[config.mk]
export PLATFORM = sky130hd
export DESIGN_NAME = usb_control_endpoint_stages
export DESIGN_NICKNAME = d
export VERILOG_FILES = /design/src/rtl/ucep_pkg.sv /design/src/rtl/ucep_cfg.sv /design/src/rtl/ucep_seq.sv /design/src/rtl/usb_control_endpoint_stages.sv
export SDC_FILE = /design/constraint.sdc
export NUM_CORES = 1
export LEC_CHECK = 0
export BUFFER_PORTS_ARGS = -buffer_cell sky130_fd_sc_hd__buf_2
export CAP_MARGIN = 5
export CORE_UTILIZATION = 46
export DETAILED_ROUTE_END_ITERATION = 8
export PLACE_DENSITY = 0.82
export REMOVE_ABC_BUFFERS = 1
export SYNTH_ARGS = -nofsm -noshare
export SYNTH_HDL_FRONTEND = slang
export SYNTH_SLANG_ARGS = --single-unit
[constraint.sdc]
create_clock -name i_clk -period 7 [get_ports i_clk]
set_input_delay 0 -clock i_clk [delete_from_list [all_inputs] [get_ports i_clk]]
set_output_delay 0 -clock i_clk [all_outputs]
set_load 0.005 [all_outputs]
[src/rtl/ucep_pkg.sv]
// Package for the USB control endpoint stage sequencer.
// Holds the beat payload structs, event, stage and action codes, and a shared helper.
// No dependencies.
package ucep_pkg;

    localparam int DataW = 16;

    // Event codes carried in the cmd field
    localparam logic [1:0] CMD_SETUP    = 2'd0;
    localparam logic [1:0] CMD_IN_DONE  = 2'd1;
    localparam logic [1:0] CMD_OUT_DONE = 2'd2;

    // Endpoint actions
    localparam logic [1:0] ACT_READ       = 2'd0;
    localparam logic [1:0] ACT_WRITE      = 2'd1;
    localparam logic [1:0] ACT_STALL_EP   = 2'd2;
    localparam logic [1:0] ACT_STALL_BOTH = 2'd3;

    // Configuration register indexes
    localparam logic REG_PACKET_SIZE_LOG2 = 1'b0;

    localparam logic [2:0] PacketLog2Reset = 3'd6;

    typedef enum logic [2:0] {
        ST_REQUEST     = 3'd0,
        ST_DATA_IN     = 3'd1,
        ST_DATA_IN_ZLP = 3'd2,
        ST_DATA_OUT    = 3'd3,
        ST_STATUS_IN   = 3'd4,
        ST_STATUS_OUT  = 3'd5
    } t_stage;

    typedef struct packed {
        logic [1:0]       cmd;
        logic [7:0]       request_type;
        logic [DataW-1:0] request_length;
        logic [DataW-1:0] request_index;
        logic             handled;
        logic [DataW-1:0] response_size;
    } t_in_item;

    typedef struct packed {
        logic [1:0]       action;
        logic [DataW-1:0] length;
        logic             with_data;
        logic [DataW-1:0] stall_endpoint;
        logic             request_done;
        logic             sequence_error;
        logic [2:0]       stage;
        logic             last;
    } t_out_item;

    // Decision of the sequencer for the item held in the input register
    typedef struct packed {
        t_out_item first;
        t_out_item second;
        logic      any;     // the item causes at least one result
        logic      two;     // the item causes two results
    } t_seq_out;

    // Build a result with stage and last left clear
    function automatic t_out_item make_result(
        input logic [1:0]       action,
        input logic [DataW-1:0] length,
        input logic             with_data,
        input logic [DataW-1:0] stall_ep,
        input logic             done,
        input logic             err
    );
        t_out_item r;
        r.action         = action;
        r.length         = length;
        r.with_data      = with_data;
        r.stall_endpoint = stall_ep;
        r.request_done   = done;
        r.sequence_error = err;
        r.stage          = 3'd0;
        r.last           = 1'b0;
        return r;
    endfunction

endpackage

[src/rtl/ucep_cfg.sv]
// APB-style configuration register for the control endpoint sequencer.
// Holds packet_size_log2. Depends on ucep_pkg.
module ucep_cfg (
    input  logic        i_clk,
    input  logic        i_rst_n,
    input  logic        psel,
    input  logic        penable,
    input  logic        pwrite,
    input  logic [2:0]  paddr,
    input  logic [31:0] pwdata,
    output logic [31:0] prdata,
    output logic        pready,
    output logic [2:0]  o_packet_size_log2
);
    import ucep_pkg::*;

    logic [2:0] r_packet_size_log2;
    logic       wr_en;

    assign pready = 1'b1;
    assign wr_en  = psel && penable && pwrite && (paddr[2] == REG_PACKET_SIZE_LOG2);

    always_ff @(posedge i_clk) begin
        if (!i_rst_n) begin
            r_packet_size_log2 <= PacketLog2Reset;
        end else if (wr_en) begin
            r_packet_size_log2 <= pwdata[2:0];
        end
    end

    always_comb begin
        unique case (paddr[2])
            REG_PACKET_SIZE_LOG2: prdata = {29'd0, r_packet_size_log2};
            default:              prdata = 32'd0;
        endcase
    end

    assign o_packet_size_log2 = r_packet_size_log2;

endmodule

[src/rtl/ucep_seq.sv]
// Stage register and result decision of the control endpoint sequencer.
// Depends on ucep_pkg.
module ucep_seq (
    input  logic                i_clk,
    input  logic                i_rst_n,
    input  ucep_pkg::t_in_item  i_item,
    input  logic                i_commit,
    input  logic [2:0]          i_packet_size_log2,
    output ucep_pkg::t_seq_out  o_seq
);
    import ucep_pkg::*;

    t_stage           r_stage;
    t_stage           n_stage;
    logic [2:0]       psz_log2;
    logic [DataW-1:0] psz;
    logic [DataW-1:0] psz_mask;
    logic [DataW-1:0] size;
    logic             short_whole;
    t_out_item        first;
    t_out_item        second;

    // Clamp packet size to 8..64 bytes
    always_comb begin
        if (i_packet_size_log2 < 3'd3) begin
            psz_log2 = 3'd3;
        end else if (i_packet_size_log2 > 3'd6) begin
            psz_log2 = 3'd6;
        end else begin
            psz_log2 = i_packet_size_log2;
        end
    end

    assign psz      = DataW'(1) << psz_log2;
    assign psz_mask = psz - DataW'(1);
    assign size     = (i_item.response_size > i_item.request_length) ?
                      i_item.request_length : i_item.response_size;
    assign short_whole = (size < i_item.request_length) && ((size & psz_mask) == '0);

    always_ff @(posedge i_clk) begin
        if (!i_rst_n) begin
            r_stage <= ST_REQUEST;
        end else if (i_commit) begin
            r_stage <= n_stage;
        end
    end

    // Next stage
    always_comb begin
        n_stage = r_stage;
        case (i_item.cmd)
            CMD_SETUP: begin
                if (!i_item.handled) begin
                    n_stage = ST_REQUEST;
                end else if (!i_item.request_type[7]) begin
                    n_stage = (size != '0) ? ST_DATA_OUT : ST_STATUS_IN;
                end else if (short_whole) begin
                    n_stage = (size != '0) ? ST_DATA_IN_ZLP : ST_DATA_IN;
                end else begin
                    n_stage = (size != '0) ? ST_DATA_IN : ST_STATUS_OUT;
                end
            end
            CMD_IN_DONE: begin
                unique case (r_stage)
                    ST_DATA_IN_ZLP: n_stage = ST_DATA_IN;
                    ST_DATA_IN:     n_stage = ST_STATUS_OUT;
                    default:        n_stage = ST_REQUEST;
                endcase
            end
            CMD_OUT_DONE: begin
                unique case (r_stage)
                    ST_DATA_OUT: n_stage = ST_STATUS_IN;
                    default:     n_stage = ST_REQUEST;
                endcase
            end
            default: n_stage = r_stage;
        endcase
    end

    // Results
    always_comb begin
        first  = make_result(ACT_READ, psz, 1'b1, '0, 1'b0, 1'b0);
        second = make_result(ACT_READ, '0, 1'b0, '0, 1'b0, 1'b0);
        o_seq.any = 1'b1;
        o_seq.two = 1'b0;
        case (i_item.cmd)
            CMD_SETUP: begin
                o_seq.two = 1'b1;
                if (!i_item.handled) begin
                    if (i_item.request_type[4:0] == 5'd2) begin
                        second = make_result(ACT_STALL_EP, '0, 1'b0,
                                             i_item.request_index, 1'b0, 1'b0);
                    end else begin
                        second = make_result(ACT_STALL_BOTH, '0, 1'b0, '0, 1'b0, 1'b0);
                    end
                end else if (!i_item.request_type[7]) begin
                    if (size != '0) begin
                        second = make_result(ACT_READ, size, 1'b1, '0, 1'b0, 1'b0);
                    end else begin
                        second = make_result(ACT_WRITE, '0, 1'b0, '0, 1'b0, 1'b0);
                    end
                end else if (size != '0) begin
                    second = make_result(ACT_WRITE, size, 1'b1, '0, 1'b0, 1'b0);
                end else if (short_whole) begin
                    second = make_result(ACT_WRITE, '0, 1'b0, '0, 1'b0, 1'b0);
                end else begin
                    second = make_result(ACT_READ, '0, 1'b0, '0, 1'b0, 1'b0);
                end
            end
            CMD_IN_DONE: begin
                unique case (r_stage)
                    ST_DATA_IN_ZLP:
                        first = make_result(ACT_WRITE, '0, 1'b0, '0, 1'b0, 1'b0);
                    ST_DATA_IN:
                        first = make_result(ACT_READ, '0, 1'b0, '0, 1'b0, 1'b0);
                    ST_STATUS_IN:
                        first = make_result(ACT_READ, psz, 1'b1, '0, 1'b1, 1'b0);
                    default:
                        first = make_result(ACT_READ, psz, 1'b1, '0, 1'b0, 1'b1);
                endcase
            end
            CMD_OUT_DONE: begin
                unique case (r_stage)
                    ST_DATA_OUT:
                        first = make_result(ACT_WRITE, '0, 1'b0, '0, 1'b0, 1'b0);
                    ST_STATUS_OUT:
                        first = make_result(ACT_READ, psz, 1'b1, '0, 1'b1, 1'b0);
                    default:
                        first = make_result(ACT_READ, psz, 1'b1, '0, 1'b0, 1'b1);
                endcase
            end
            default: o_seq.any = 1'b0;
        endcase
        first.stage  = n_stage;
        second.stage = n_stage;
        first.last   = !o_seq.two;
        second.last  = 1'b1;
        o_seq.first  = first;
        o_seq.second = second;
    end

endmodule

[src/rtl/usb_control_endpoint_stages.sv]
// USB endpoint-0 control transfer stage sequencer, top level.
// An accepted beat is held in the input register, and its first result is then
// loaded into the output register once that register is empty or draining.
// A transfer-done event yields one result beat and a setup event two, both through
// the single output register; a new event is taken as the held one sends its last.
// Reset (i_rst_n low, synchronous): stage returns to request, buffers empty,
// packet_size_log2 back to 6. Depends on ucep_pkg, ucep_cfg, ucep_seq.
module usb_control_endpoint_stages (
    input  logic                i_clk,
    input  logic                i_rst_n,
    // event input channel
    input  logic                i_in_valid,
    output logic                o_in_stall,
    input  ucep_pkg::t_in_item  i_in_item,
    // result output channel
    output logic                o_out_valid,
    input  logic                i_out_stall,
    output ucep_pkg::t_out_item o_out_item,
    // configuration port
    input  logic                psel,
    input  logic                penable,
    input  logic                pwrite,
    input  logic [2:0]          paddr,
    input  logic [31:0]         pwdata,
    output logic [31:0]         prdata,
    output logic                pready
);
    import ucep_pkg::*;

    logic       r_in_valid;
    t_in_item   r_in;
    logic       r_second;     // first beat of a setup already sent
    logic       r_out_valid;
    t_out_item  r_out;

    logic [2:0] packet_size_log2;
    t_seq_out   seq;
    logic       out_free;
    logic       emit;
    logic       last_emit;
    logic       drop;
    logic       in_done;
    logic       in_accept;

    ucep_cfg u_cfg (
        .i_clk              (i_clk),
        .i_rst_n            (i_rst_n),
        .psel               (psel),
        .penable            (penable),
        .pwrite             (pwrite),
        .paddr              (paddr),
        .pwdata             (pwdata),
        .prdata             (prdata),
        .pready             (pready),
        .o_packet_size_log2 (packet_size_log2)
    );

    // Stage update lands with the last beat of the item
    ucep_seq u_seq (
        .i_clk              (i_clk),
        .i_rst_n            (i_rst_n),
        .i_item             (r_in),
        .i_commit           (last_emit),
        .i_packet_size_log2 (packet_size_log2),
        .o_seq              (seq)
    );

    // Output register takes a beat when empty or draining
    assign out_free  = !r_out_valid || !i_out_stall;
    assign emit      = r_in_valid && seq.any && out_free;
    assign last_emit = emit && (r_second || !seq.two);
    // Drop an unknown command without any result
    assign drop      = r_in_valid && !seq.any;
    assign in_done   = last_emit || drop;

    // Hold the input while the held item still has beats to send
    assign o_in_stall = r_in_valid && !in_done;
    assign in_accept  = i_in_valid && !o_in_stall;

    always_ff @(posedge i_clk) begin
        if (!i_rst_n) begin
            r_in_valid <= 1'b0;
        end else if (in_accept) begin
            r_in_valid <= 1'b1;
        end else if (in_done) begin
            r_in_valid <= 1'b0;
        end
    end

    always_ff @(posedge i_clk) begin
        if (in_accept) begin
            r_in <= i_in_item;
        end
    end

    always_ff @(posedge i_clk) begin
        if (!i_rst_n) begin
            r_second <= 1'b0;
        end else if (last_emit) begin
            r_second <= 1'b0;
        end else if (emit) begin
            r_second <= 1'b1;
        end
    end

    always_ff @(posedge i_clk) begin
        if (!i_rst_n) begin
            r_out_valid <= 1'b0;
        end else if (out_free) begin
            r_out_valid <= emit;
        end
    end

    always_ff @(posedge i_clk) begin
        if (emit) begin
            r_out <= r_second ? seq.second : seq.first;
        end
    end

    assign o_out_valid = r_out_valid;
    assign o_out_item  = r_out;

    // Second beat is only ever pending for a setup event
    a_second_setup: assert property (@(posedge i_clk) disable iff (!i_rst_n)
        r_second |-> (r_in_valid && r_in.cmd == CMD_SETUP))
        else $error("second beat pending without a setup item");

    // A completed request always lands back in the request stage with a read
    a_done_stage: assert property (@(posedge i_clk) disable iff (!i_rst_n)
        (r_out_valid && r_out.request_done) |->
            (r_out.stage == ST_REQUEST && r_out.action == ACT_READ && !r_out.sequence_error))
        else $error("request done outside the request stage");

    // The first beat of a setup is the packet-sized re-arm read
    a_first_rearm: assert property (@(posedge i_clk) disable iff (!i_rst_n)
        (r_out_valid && !r_out.last) |-> (r_out.action == ACT_READ && r_out.with_data))
        else $error("non-final beat is not a re-arm read");

    // After the first beat of a setup is sent, the second stays pending behind it
    a_second_next: assert property (@(posedge i_clk) disable iff (!i_rst_n)
        (emit && !last_emit) |=> (r_second && r_out_valid && !r_out.last))
        else $error("first setup beat not followed by second");

endmodule

Word-level counts from Yosys, hierarchy flattened
Cells that the tools add are included.
Operators by class
  add/subtract/negate cells: 1
  order comparisons: 4
  eq/ne operators: 8
  shift operators: 1
  muxes and demuxes: 28
  bitwise logic cells: 3
  reductions and logical operators: 25
Operator list (number)
  $mux W41: 4
  $mux W40: 4
  $pmux W40 S3: 1
  $pmux W41 S2: 1
  $pmux W40 S2: 1
  $mux W3: 9
  $and A16 B16 Y16: 1
  $gt A16 B16 Y1: 1
  $logic_not A16 Y1: 1
  $lt A16 B16 Y1: 1
  $mux W16: 1
  $reduce_bool A16 Y1: 1
  $shl A1 B3 Y16 const A: 1
  $sub A16 B1 Y16 const B: 1
  $logic_and A1 B1 Y1: 10
  $pmux W3 S3: 1
  $eq A3 B2 Y1 const B: 2
  $eq A3 B3 Y1 const B: 2
  $logic_not A1 Y1: 6
  $pmux W3 S2: 1
  $eq A5 B2 Y1 const B: 1
  $mux W1: 4
  $eq A3 B1 Y1 const B: 1
  $gt A3 B3 Y1 const B: 1
  other kinds (10): 13
Word-level totals
  register bits: 109
  output and inout bits: 76
  word-level logic and storage cells: 89

Longest topological paths before layout
Gate-level depths: netlist (run 1).
  word-level depth: 14
  depth in mapped cells: 19
  gate-level depth less buffers: 18

Modules after synthesis
A second synthesis (run 1) with hierarchy kept.
Unflattened totals
  cell total of the unflattened synthesis: 506
  area, all modules: 6379.9 um^2
Modules (own cells, without submodules)
  usb_control_endpoint_stages: instances 1, cells each 161, area an instance 3814.9 um^2
  ucep_seq: instances 1, cells each 296, area an instance 2168.3 um^2
  ucep_cfg: instances 1, cells each 49, area an instance 396.6 um^2

Worst setup path before layout (run 1)
Ideal clock, no wire load.
  kind: flip-flop to flip-flop
  start point: reg r_in[57] (netlist bit)
  end point: reg r_in[0] (netlist bit), enable pin
  setup time: 479 ps
  arrival: 6128 ps
  data required time: 6521 ps
  path slack: 393 ps
  stages on the path, launching flop included: 9
  buffers on the path: 1
  clock period less this slack: 6607 ps
  cell sequence: edfxtp_1 -> ha_1 -> clkbuf_1 -> inv_1 -> nand2_1 -> a21oi_1 -> and2_1 -> nor2_1 -> nor2b_1
Between the ends
  longest elaborated chain between the ends: 11
Ends and longest elaborated chain
  start, declared: line usb_control_endpoint_stages.sv:31  | t_in_item r_in;
  start signal, assigned: line usb_control_endpoint_stages.sv:92  | r_in <= i_in_item;
  $eq A2 B1 Y1, or another cell as far along: line ucep_seq.sv:86  | case (i_item.cmd)
  $reduce_or A3 Y1 (no line) (*)
  $mux W1 (*): line ucep_seq.sv:86
  $logic_and A1 B1 Y1 (*) (2 in series): line usb_control_endpoint_stages.sv:70  | assign emit = r_in_valid && seq.any && out_free;
  named net emit: line usb_control_endpoint_stages.sv:39  | logic emit;
  $logic_and A1 B1 Y1 (*): line usb_control_endpoint_stages.sv:71  | assign last_emit = emit && (r_second || !seq.two);
  $logic_or A1 B1 Y1 (*): line usb_control_endpoint_stages.sv:74  | assign in_done = last_emit || drop;
  $logic_not A1 Y1 (*): line usb_control_endpoint_stages.sv:77  | assign o_in_stall = r_in_valid && !in_done;
  $logic_and A1 B1 Y1 (*): line usb_control_endpoint_stages.sv:77
  named net o_in_stall: line usb_control_endpoint_stages.sv:13  | output logic o_in_stall,
  $logic_not A1 Y1 (*): line usb_control_endpoint_stages.sv:78  | assign in_accept = i_in_valid && !o_in_stall;
  $logic_and A1 B1 Y1 (*): line usb_control_endpoint_stages.sv:78
  named net in_accept: line usb_control_endpoint_stages.sv:43  | logic in_accept;
The timed path passes the listed nets; every way through them passes the cells marked *.
A chain may end at the register's enable or synchronous reset.

==> impl_metrics.tcl, run 1 <==
set metrics [dict create \
    status "finished clean" \
    cts_resized 0 \
    path_max_fanout 27 \
    p_total_mw 1.48 \
    muxShareOfSynthArea_pct 1.54 \
    synth-simple-area-share_pct 14.7 \
    synth_fa_ha_area_share_pct 8.52 \
    hold_path_class "in -> reg" \
    drive_gt1_share_pct 24.5 \
    r2r_slack_ns 2.10 \
    powerDensity_mw_per_mm2 210 \
    ys_ff_latch 107 \
    dieArea_mm2 0.0123 \
    cts_setup_buffers 0 \
    worstPathArrival_ns 4.99 \
    drv_cap 0 \
    tritoncts "built" \
    fin_nets 774 \
    drt_drc_violations_left 0 \
    reg2reg_from "r_in[48]" \
    io_pins 177 \
    required_ns 7.08 \
    synth-seq-area-share_pct 57.5 \
    setup_viol 0 \
    start_util_pct 47.4 \
    grt_pass1_vias 4032 \
    hold_path_depth 4 \
    synthTopCellsByArea "edfxtp_1 54%, ha_1 8.5%, buf_4 4.1%" \
    dpl.hpwl_um 8270 \
    pre_cts_ws_ns 2.23 \
    clk_pin_slew_worst_paths_ns 0.08 \
    min_to "u_cfg.o_packet_size_log2[0]" \
    p_leak_nw 2.93 \
    fmax_mhz 204 \
    grt_util_all_layers_pct 19.9 \
    ant_nets 0 \
    die_w_um 111 \
    design_area_mm2 0.00703 \
    cp-end-kind "register" \
    clock_path_buffers 2 \
    critPathLaunch "r_in[48]" \
    grt_pass1_wl_um 19200 \
    hold_buffers 66 \
    drt-total-wl_um 12000 \
    min_from "pwrite" \
    htree_levels 3 \
    rr_endpoint "o_out_item[1]" \
    drtIter0Drc 237 \
    ys_warn_count 0 \
    regArea_mm2 0.00312 \
    place.gp.congestion 0.871 \
    hold_ws_ns 0.171 \
    synth_flop_cell "edfxtp_1" \
    chipHeight_um 111 \
    clkPwrFrac_pct 34.1 \
    min_period_over_period_pct 70.0 \
    relSlewSlack_pct 49.3 \
    syn_area_mm2 0.00543 \
    synth_most_common_cell "edfxtp_1" \
    switching_share_pct 26.2 \
    synth_compound_area_share_pct 10.6 \
    row_count 39 \
    rsz0062_at_grt "no" \
    cts_sinks 107 \
    antenna_found_initial 0 \
    switchingPower_uw 388 \
    multi_input_area_mm2 0.00208 \
    synth_xor_area_share_pct 0.161 \
    async_reset_ff_share_pct 0 \
    sequentialPowerShare_pct 51.3 \
    numCtsBuffers 9 \
    p_int_mw 1.09 \
    crit_type "reg -> reg" \
    syn2layout_area_growth_pct 29.4 \
    startpoint_type "register" \
    synth_edf_count 98 \
    ir_drop_mv 0.119 \
    period_minus_slack_ns 4.90 \
    synth.avg_cell_area_um2 12.1 \
    firstDrtPassIters 5 \
    synth_top_family_by_area "simple AND/OR/NAND/NOR gates" \
    tightest_slew_ns 0.757 \
    viasPerCell 5.16 \
    slew_violations 0 \
    insertedDiodeCount 0 \
    num_vias 4046 \
    rr_worst_depth 17 \
    setup_tns_ns 0 \
    worst_slack_ns 2.10 \
    ys_types 59 \
    wire_per_inst_um 15.2 \
    io_buffer_count 113 \
    synth.largest_area_cell "edfxtp_1" \
    hold_viol_final 0 \
    root_buffer "clkbuf_16" \
    synth_top_area_share_pct 54.2 \
    core_mm2 0.0115 \
    grt-ovfl-total 0 \
    fill_cells 897 \
    synth_common_cells "98 x edfxtp_1, 42 x nand2_1, 37 x ha_1, 35 x o21ai_0, 30 x buf_4" \
    clk_latency_ns 0.35 \
    clock_skew_ns 0.0111 \
    grt_start_max_net_pins 45 \
    synth_cells 450 \
    place_area_mm2 0.00607 \
    comb_power_share_pct 14.6 \
]
-- flip-flops by register name, summed over array words and instances, names as in the netlist --
register,count
r_second,1
o_out_valid,1
r_in,57
u_seq.r_stage,3
o_out_item,41
r_in_valid,1
u_cfg.o_packet_size_log2,3
-- worst max-delay path, cell delays in order, from the launching register on --
cell and delay, ns:
edfxtp_1 0.42, inv_1 0.11, ha_1 0.33, nand4_1 0.17
or2_1 0.27, a211o_1 0.33, nand4b_1 0.17, nand2_1 0.43
o21ai_0 0.40, ha_1 0.30, a21o_1 0.18, a21oi_1 0.14
nor2b_1 0.07, a2111oi_0 0.44, o22ai_1 0.12, o21bai_1 0.27
nor4_1 0.32, o41ai_1 0.14
-- worst max-delay path by stage --
stage                         end  slack [ns]  depth (start not counted)
global placement    o_out_item[3]        2.28                         17
detailed placement  o_out_item[3]        2.23                         17
CTS                 o_out_item[3]        2.21                         17
finish              o_out_item[1]        2.10                         17
floorplan                 r_in[0]        0.47                          7
global route        o_out_item[3]        1.61                         17
-- cell families after synthesis --
kind of cell    count (synthesis)
simple gates                  142
buf+inv                        67
fa+ha+maj                      37
mux                             8
compound gates                 86
xor+xnor                        1
other cells                     2
flops                         107
-- final cells by class --
class	count	share of cell area [%]
Timing Repair Buffer	181	17.6
Inverter	29	1.55
Multi-Input combinational cell	308	29.5
Clock buffer	9	3.20
Clock inverter	7	1.10
Tap cell	143	2.54
Sequential cell	107	44.4
-- layout by cell type, fill, tap and decap left out, types with 3 or more instances in the layout --
cell type and n:
nor3_1 6, nand2_1 42, or3_1 4, dfxtp_1 9
conb_1 34, nor2b_2 8, edfxtp_1 98, nor2b_1 7
a211oi_1 3, nand2b_1 5, inv_1 29, ha_1 37
and2_1 18, dlygate4sd3_1 66, nand3_1 12, clkbuf_16 9
o21ai_0 35, nor4_1 10, nor2_1 11, a21o_1 4
buf_2 113, nand4_1 6, mux2_2 3, mux2i_1 5
inv_6 3, a21oi_1 13
-- power groups by stage --
stage	combinational [mW]	clock [mW]	sequential [mW]
2_1_floorplan	0.117	0	0.771
3_3_place_gp	0.178	0	0.772
3_5_place_dp	0.184	0	0.774
4_1_cts	0.213	0.516	0.759
5_1_grt	0.243	0.544	0.763
6_report	0.215	0.505	0.760
-- per-stage QoR --
step                      instances  utilization, %
after floorplan                 444               -
after global placement          702            52.9
after detailed placement        702            52.9
after CTS                       784            61.3
after global routing            784            61.3
final                           784            61.3
-- layer usage --
metal	GRT usage [%]	part of all wire [%]	vias up
met1	23.7	41	1876
met4	9.07	2.3	0
met3	3.61	5.0	23
met5	0	0	-
met2	34.7	51	167
li1	-	-	1980
Note: power is estimated with default switching activity, not from simulation.
==> run 2, diff against run 1 <==
--- a/config.mk
+++ b/config.mk
@@ -7,9 +7,9 @@
 export LEC_CHECK = 0
 export BUFFER_PORTS_ARGS = -buffer_cell sky130_fd_sc_hd__buf_2
 export CAP_MARGIN = 5
-export CORE_UTILIZATION = 46
+export CORE_UTILIZATION = 51
 export DETAILED_ROUTE_END_ITERATION = 8
-export PLACE_DENSITY = 0.82
+export PLACE_DENSITY = 0.86
 export REMOVE_ABC_BUFFERS = 1
 export SYNTH_ARGS = -nofsm -noshare
 export SYNTH_HDL_FRONTEND = slang
==> constraint.sdc (replaced) <==
create_clock -name i_clk -period 5.1 [get_ports i_clk]
set_input_delay 0 -clock i_clk [delete_from_list [all_inputs] [get_ports i_clk]]
set_output_delay 0 -clock i_clk [all_outputs]
set_load 0.005 [all_outputs]
==> run 2 against run 1 <==
Clock-buffer cell count did not move. Total power rose by 27%. Register-to-register slack got worse by 1.7 ns. Sequential cell count did not move. First-iteration DRC count fell by 17%. Critical path type unchanged. Critical endpoint is now o_out_item[3].
==> impl_metrics.tcl, run 2 (synthesis results as in run 1) <==
set metrics [dict create \
    status "finished clean" \
    grt_pass1_vias 4078 \
    setup_tns_ns 0 \
    hold_path_depth 3 \
    grt_pass1_wl_um 19300 \
    instances_no_fill 781 \
    place_inst 697 \
    r2r_slack_ns 0.40 \
    hold_ws_ns 0.268 \
    min_to "prdata[0]" \
    rsz0062_at_grt "no" \
    p_leak_nw 2.92 \
    wire_per_inst_um 15.4 \
    final_cell_mix "113 x buf_2, 98 x edfxtp_1, 68 x dlygate4sd3_1, 42 x nand2_1, 37 x ha_1" \
    hold_path_class "in -> out" \
    pre_cts_ws_ns 0.483 \
    tightest_slew_ns 0.813 \
    utilization_pct 67.5 \
    reg2reg_from "r_in[15]" \
    clock_skew_ns 0.0164 \
    min_period_over_period_pct 92.2 \
    syn2layout_area_growth_pct 28.2 \
    drt_drc_violations_left 0 \
    cp-end-kind "register" \
    grt_util_all_layers_pct 22.4 \
    startpoint_type "register" \
    place.gp.congestion 0.891 \
    insertedDiodeCount 0 \
    cts_setup_buffers 0 \
    grt-ovfl-total 0 \
    regMostFlops "r_in" \
    slew_violations 0 \
    drtIter0Drc 196 \
    path_max_fanout 17 \
    worstPathArrival_ns 4.82 \
    tritoncts "built" \
    drive_gt1_share_pct 24.7 \
    antenna_found_initial 0 \
    place_area_mm2 0.00608 \
    fin_nets 778 \
    htree_levels 3 \
    chipHeight_um 105 \
    start_util_pct 52.6 \
    numCtsBuffers 9 \
    grt_start_max_net_pins 45 \
    period_minus_slack_ns 4.70 \
    clk_latency_ns 0.38 \
    row_count 37 \
    drv_cap 0 \
    drt-total-wl_um 12000 \
    firstDrtPassIters 8 \
    dpl.hpwl_um 8210 \
    largest_reg_flops 57 \
    required_ns 5.22 \
    relSlewSlack_pct 45.7 \
    powerDensity_mw_per_mm2 270 \
    rr_endpoint "o_out_item[3]" \
    core_mm2 0.0103 \
    worst_slack_ns 0.398 \
    io_buffer_count 113 \
    design_area_mm2 0.00697 \
    num_vias 4073 \
    setup_viol 0 \
    clk_pin_slew_worst_paths_ns 0.11 \
    ir_drop_mv 0.157 \
    min_from "paddr[2]" \
    layout_commonest_cell "buf_2" \
    fmax_mhz 213 \
    root_buffer "clkbuf_8" \
    dieArea_mm2 0.0111 \
    die_w_um 105 \
    viasPerCell 5.22 \
    p_total_mw 1.88 \
    crit_type "reg -> reg" \
    clock_path_buffers 2 \
    io_pins 177 \
    rr_worst_depth 17 \
    hold_viol_final 0 \
    cts_sinks 107 \
    ant_nets 0 \
]
==> run 2: cell types whose count changed in the layout (fill, tap and decap cells not counted), moves of 2 or more <==
cell,previous run,this run
buf_4,2,4
clkbuf_16,9,0
clkbuf_8,0,9
dlygate4sd3_1,66,68
==> run 2: routing by layer <==
metal	track usage (%)	vias up	routed length, um	share of wire, %
met5	0	-	0	0
met4	9.05	0	248	2.1
met3	2.97	19	557	4.6
met2	40.9	159	6390	53
met1	26.7	1908	4800	40
li1	-	1987	-	-
==> run 2: cell type report <==
type,instances,area (um2)
Inverter,29,109
Clock buffer,9,124
Clock inverter,7,86.3
Sequential cell,107,3120
Tap cell,136,170
Fill cell,777,3360
Multi-Input combinational cell,308,2080
Timing Repair Buffer,185,1280
==> run 2: worst max-delay path by stage <==
| stage | from | cells after the start | to |
|---|---|---|---|
| after floorplan | r_in[57] | 7 | r_in[0] |
| after global placement | r_in[15] | 17 | o_out_item[3] |
| after detailed placement | r_in[15] | 17 | o_out_item[3] |
| after CTS | r_in[15] | 17 | o_out_item[3] |
| after global routing | r_in[15] | 17 | o_out_item[3] |
| final | r_in[15] | 17 | o_out_item[3] |
==> run 2: critical path, cell delays in order (launching register included) <==
cell      delay [ns]
edfxtp_1        0.49
ha_1            0.36
nand4_1         0.17
or2_1           0.28
a211o_1         0.33
nand4b_1        0.17
nand2_1         0.22
buf_4           0.26
o21ai_0         0.24
ha_1            0.30
a21oi_1         0.14
o21ai_0         0.11
a21o_1          0.19
a211oi_1        0.32
o22ai_1         0.14
o21bai_1        0.24
o31ai_1         0.35
a22oi_1         0.13
==> run 2: what timing repair did <==
item / in CTS / in global routing
hold endpoints to repair: 66 / 0
resized for setup: 0 / 0
hold buffers: 68 / 0
endpoints found under the setup margin: 0 / 0
==> run 2: power breakdown <==
| part | internal [mW] | total, mW | leakage, nW | switching (mW) |
|---|---|---|---|---|
| clock | 0.200 | 0.536 | 0.105 | 0.335 |
| sequential | 1.01 | 1.04 | 1.02 | 0.0292 |
| combinational | 0.141 | 0.302 | 1.79 | 0.161 |
==> run 3, diff against run 2 <==
--- a/config.mk
+++ b/config.mk
@@ -7,9 +7,9 @@
 export LEC_CHECK = 0
 export BUFFER_PORTS_ARGS = -buffer_cell sky130_fd_sc_hd__buf_2
 export CAP_MARGIN = 5
-export CORE_UTILIZATION = 51
+export CORE_UTILIZATION = 55
 export DETAILED_ROUTE_END_ITERATION = 8
-export PLACE_DENSITY = 0.86
+export PLACE_DENSITY = 0.92
 export REMOVE_ABC_BUFFERS = 1
 export SYNTH_ARGS = -nofsm -noshare
 export SYNTH_HDL_FRONTEND = slang
==> constraint.sdc (replaced) <==
create_clock -name i_clk -period 6.01 [get_ports i_clk]
set_input_delay 0 -clock i_clk [delete_from_list [all_inputs] [get_ports i_clk]]
set_output_delay 0 -clock i_clk [all_outputs]
set_load 0.005 [all_outputs]
==> run 3 against run 2 <==
Sequential cell count unchanged. Non-clock buffer count down 2. Critical path depth down 1. Total power down 16%. Die area down 7.1%. Sequential share of layout area up 0.23 points. Clock skew up 0.0057 ns. Combinational power down 15%. Cell area down 0.50%.
==> impl_metrics.tcl, run 3 (synthesis results as in run 1) <==
set metrics [dict create \
    tritoncts "built" \
    syn2layout_area_growth_pct 27.6 \
    min_period_over_period_pct 86.4 \
    setup_tns_ns 0 \
    cts_sinks 107 \
    comb_power_share_pct 16.2 \
    p_int_mw 1.14 \
    drv_cap 0 \
    dieArea_mm2 0.0103 \
    io_buffer_count 113 \
    instances_no_fill 772 \
    drtIter0Drc 213 \
    status "finished clean" \
    cts_setup_buffers 0 \
    startpoint_type "register" \
    regMostFlops "r_in" \
    largest_reg_flops 57 \
    final_cell_mix "113 x buf_2, 98 x edfxtp_1, 68 x dlygate4sd3_1, 42 x nand2_1, 37 x ha_1" \
    switching_share_pct 27.7 \
    start_util_pct 57.7 \
    period_minus_slack_ns 5.20 \
    firstDrtPassIters 5 \
    relSlewSlack_pct 44.4 \
    crit_type "reg -> reg" \
    rsz0062_at_grt "no" \
    drt_drc_violations_left 0 \
    fill_cells 617 \
    num_vias 4179 \
    insertedDiodeCount 0 \
    dpl.hpwl_um 8140 \
    p_total_mw 1.58 \
    hold_viol_final 0 \
    chipHeight_um 101 \
    core_mm2 0.00942 \
    htree_levels 3 \
    path_max_fanout 27 \
    utilization_pct 73.6 \
    worstPathArrival_ns 5.32 \
    root_buffer "clkbuf_8" \
    critPathLaunch "r_in[15]" \
    grt_pass1_vias 4151 \
    endpoint "o_out_item[3]" \
    place.gp.congestion 0.917 \
    drive_gt1_share_pct 24.4 \
    grt_start_max_net_pins 45 \
    switchingPower_uw 439 \
    tightest_slew_ns 0.833 \
    slew_violations 0 \
    required_ns 6.13 \
    cp-end-kind "register" \
    row_count 35 \
    powerDensity_mw_per_mm2 228 \
    setup_viol 0 \
    die_w_um 101 \
    sequentialPowerShare_pct 56.0 \
    rr_worst_depth 16 \
    place_area_mm2 0.00605 \
    worst_slack_ns 0.814 \
    grt_util_all_layers_pct 25.3 \
    grt-ovfl-total 0 \
    design_area_mm2 0.00693 \
    layout_commonest_cell "buf_2" \
    fin_nets 776 \
    numCtsBuffers 9 \
    io_pins 177 \
    viasPerCell 5.41 \
    fmax_mhz 192 \
    clk_latency_ns 0.39 \
    p_leak_nw 2.90 \
    pre_cts_ws_ns 1.00 \
    hold_path_class "in -> out" \
    hold_ws_ns 0.266 \
    rr_endpoint "o_out_item[3]" \
    grt_pass1_wl_um 19600 \
    ant_nets 0 \
    clock_skew_ns 0.0221 \
    place_inst 688 \
    ir_drop_mv 0.151 \
    wire_per_inst_um 16.2 \
    clk_pin_slew_worst_paths_ns 0.11 \
    clock_path_buffers 2 \
    drt-total-wl_um 12500 \
    reg2reg_from "r_in[15]" \
    antenna_found_initial 0 \
    r2r_slack_ns 0.81 \
    clkPwrFrac_pct 27.9 \
]
-- run 3: changes by cell type in the layout (fill, tap and decap cells not counted) --
cell        previous run  this run
buf_4                  4         2
inv_8                  1         3
clkinv_8               2         1
clkinvlp_4             0         1
inv_12                 1         0
inv_6                  2         1
-- run 3: repair_timing --
item	CTS	global route
setup endpoints to repair	0	0
hold buffers	68	0
endpoints found under the hold margin	66	0
gates resized for setup	0	0
-- run 3: worst min-delay path by stage --
stage                  startpoint        end  slack [ns]  depth (start not counted)
floorplan                paddr[2]  prdata[0]        0.03                          1
global placement    i_in_item[36]   r_in[36]        0.18                          1
detailed placement  i_in_item[38]   r_in[38]        0.18                          1
CTS                      paddr[2]  prdata[1]        0.26                          3
global route             paddr[2]  prdata[0]        0.28                          3
finish                   paddr[2]  prdata[0]        0.27                          3
-- run 3: final cells by class --
type / instances / area, um2 / area share (%)
sequential: 107 / 3120 / 45.1
clock buffer: 9 / 124 / 1.79
timing repair buffer: 183 / 1260 / 18.2
tap: 129 / 161 / 2.33
inverter: 29 / 109 / 1.57
multi-input combinational: 308 / 2080 / 30.0
clock inverter: 7 / 75.1 / 1.08
-- run 3: per-layer routing --
metal / track usage [%] / wire (um) / up-vias
met2: 47.9 / 6800 / 213
met5: 0 / 0 / -
met4: 9.36 / 311 / 0
met1: 27.9 / 4740 / 1963
met3: 5.18 / 675 / 31
li1: - / - / 1972
-- run 3: worst max-delay path: stages, from the launching register on --
cell,delay (ns)
edfxtp_1,0.48
ha_1,0.36
nand4_1,0.19
or2_1,0.30
a211o_1,0.33
nand4b_1,0.17
nand2_1,0.45
o21ai_0,0.42
ha_1,0.31
a21o_1,0.18
a21oi_1,0.14
nor2b_1,0.08
a2111oi_0,0.58
o22ai_1,0.15
o21bai_1,0.27
o31ai_1,0.38
a22oi_1,0.14
-- run 3: power by group through the flow --
stage | clock network (mW) | logic [mW] | registers (mW)
after CTS | 0.446 | 0.249 | 0.883
after global placement | 0 | 0.204 | 0.899
final | 0.441 | 0.256 | 0.885
after global routing | 0.472 | 0.286 | 0.890
after detailed placement | 0 | 0.213 | 0.900
after floorplan | 0 | 0.137 | 0.898
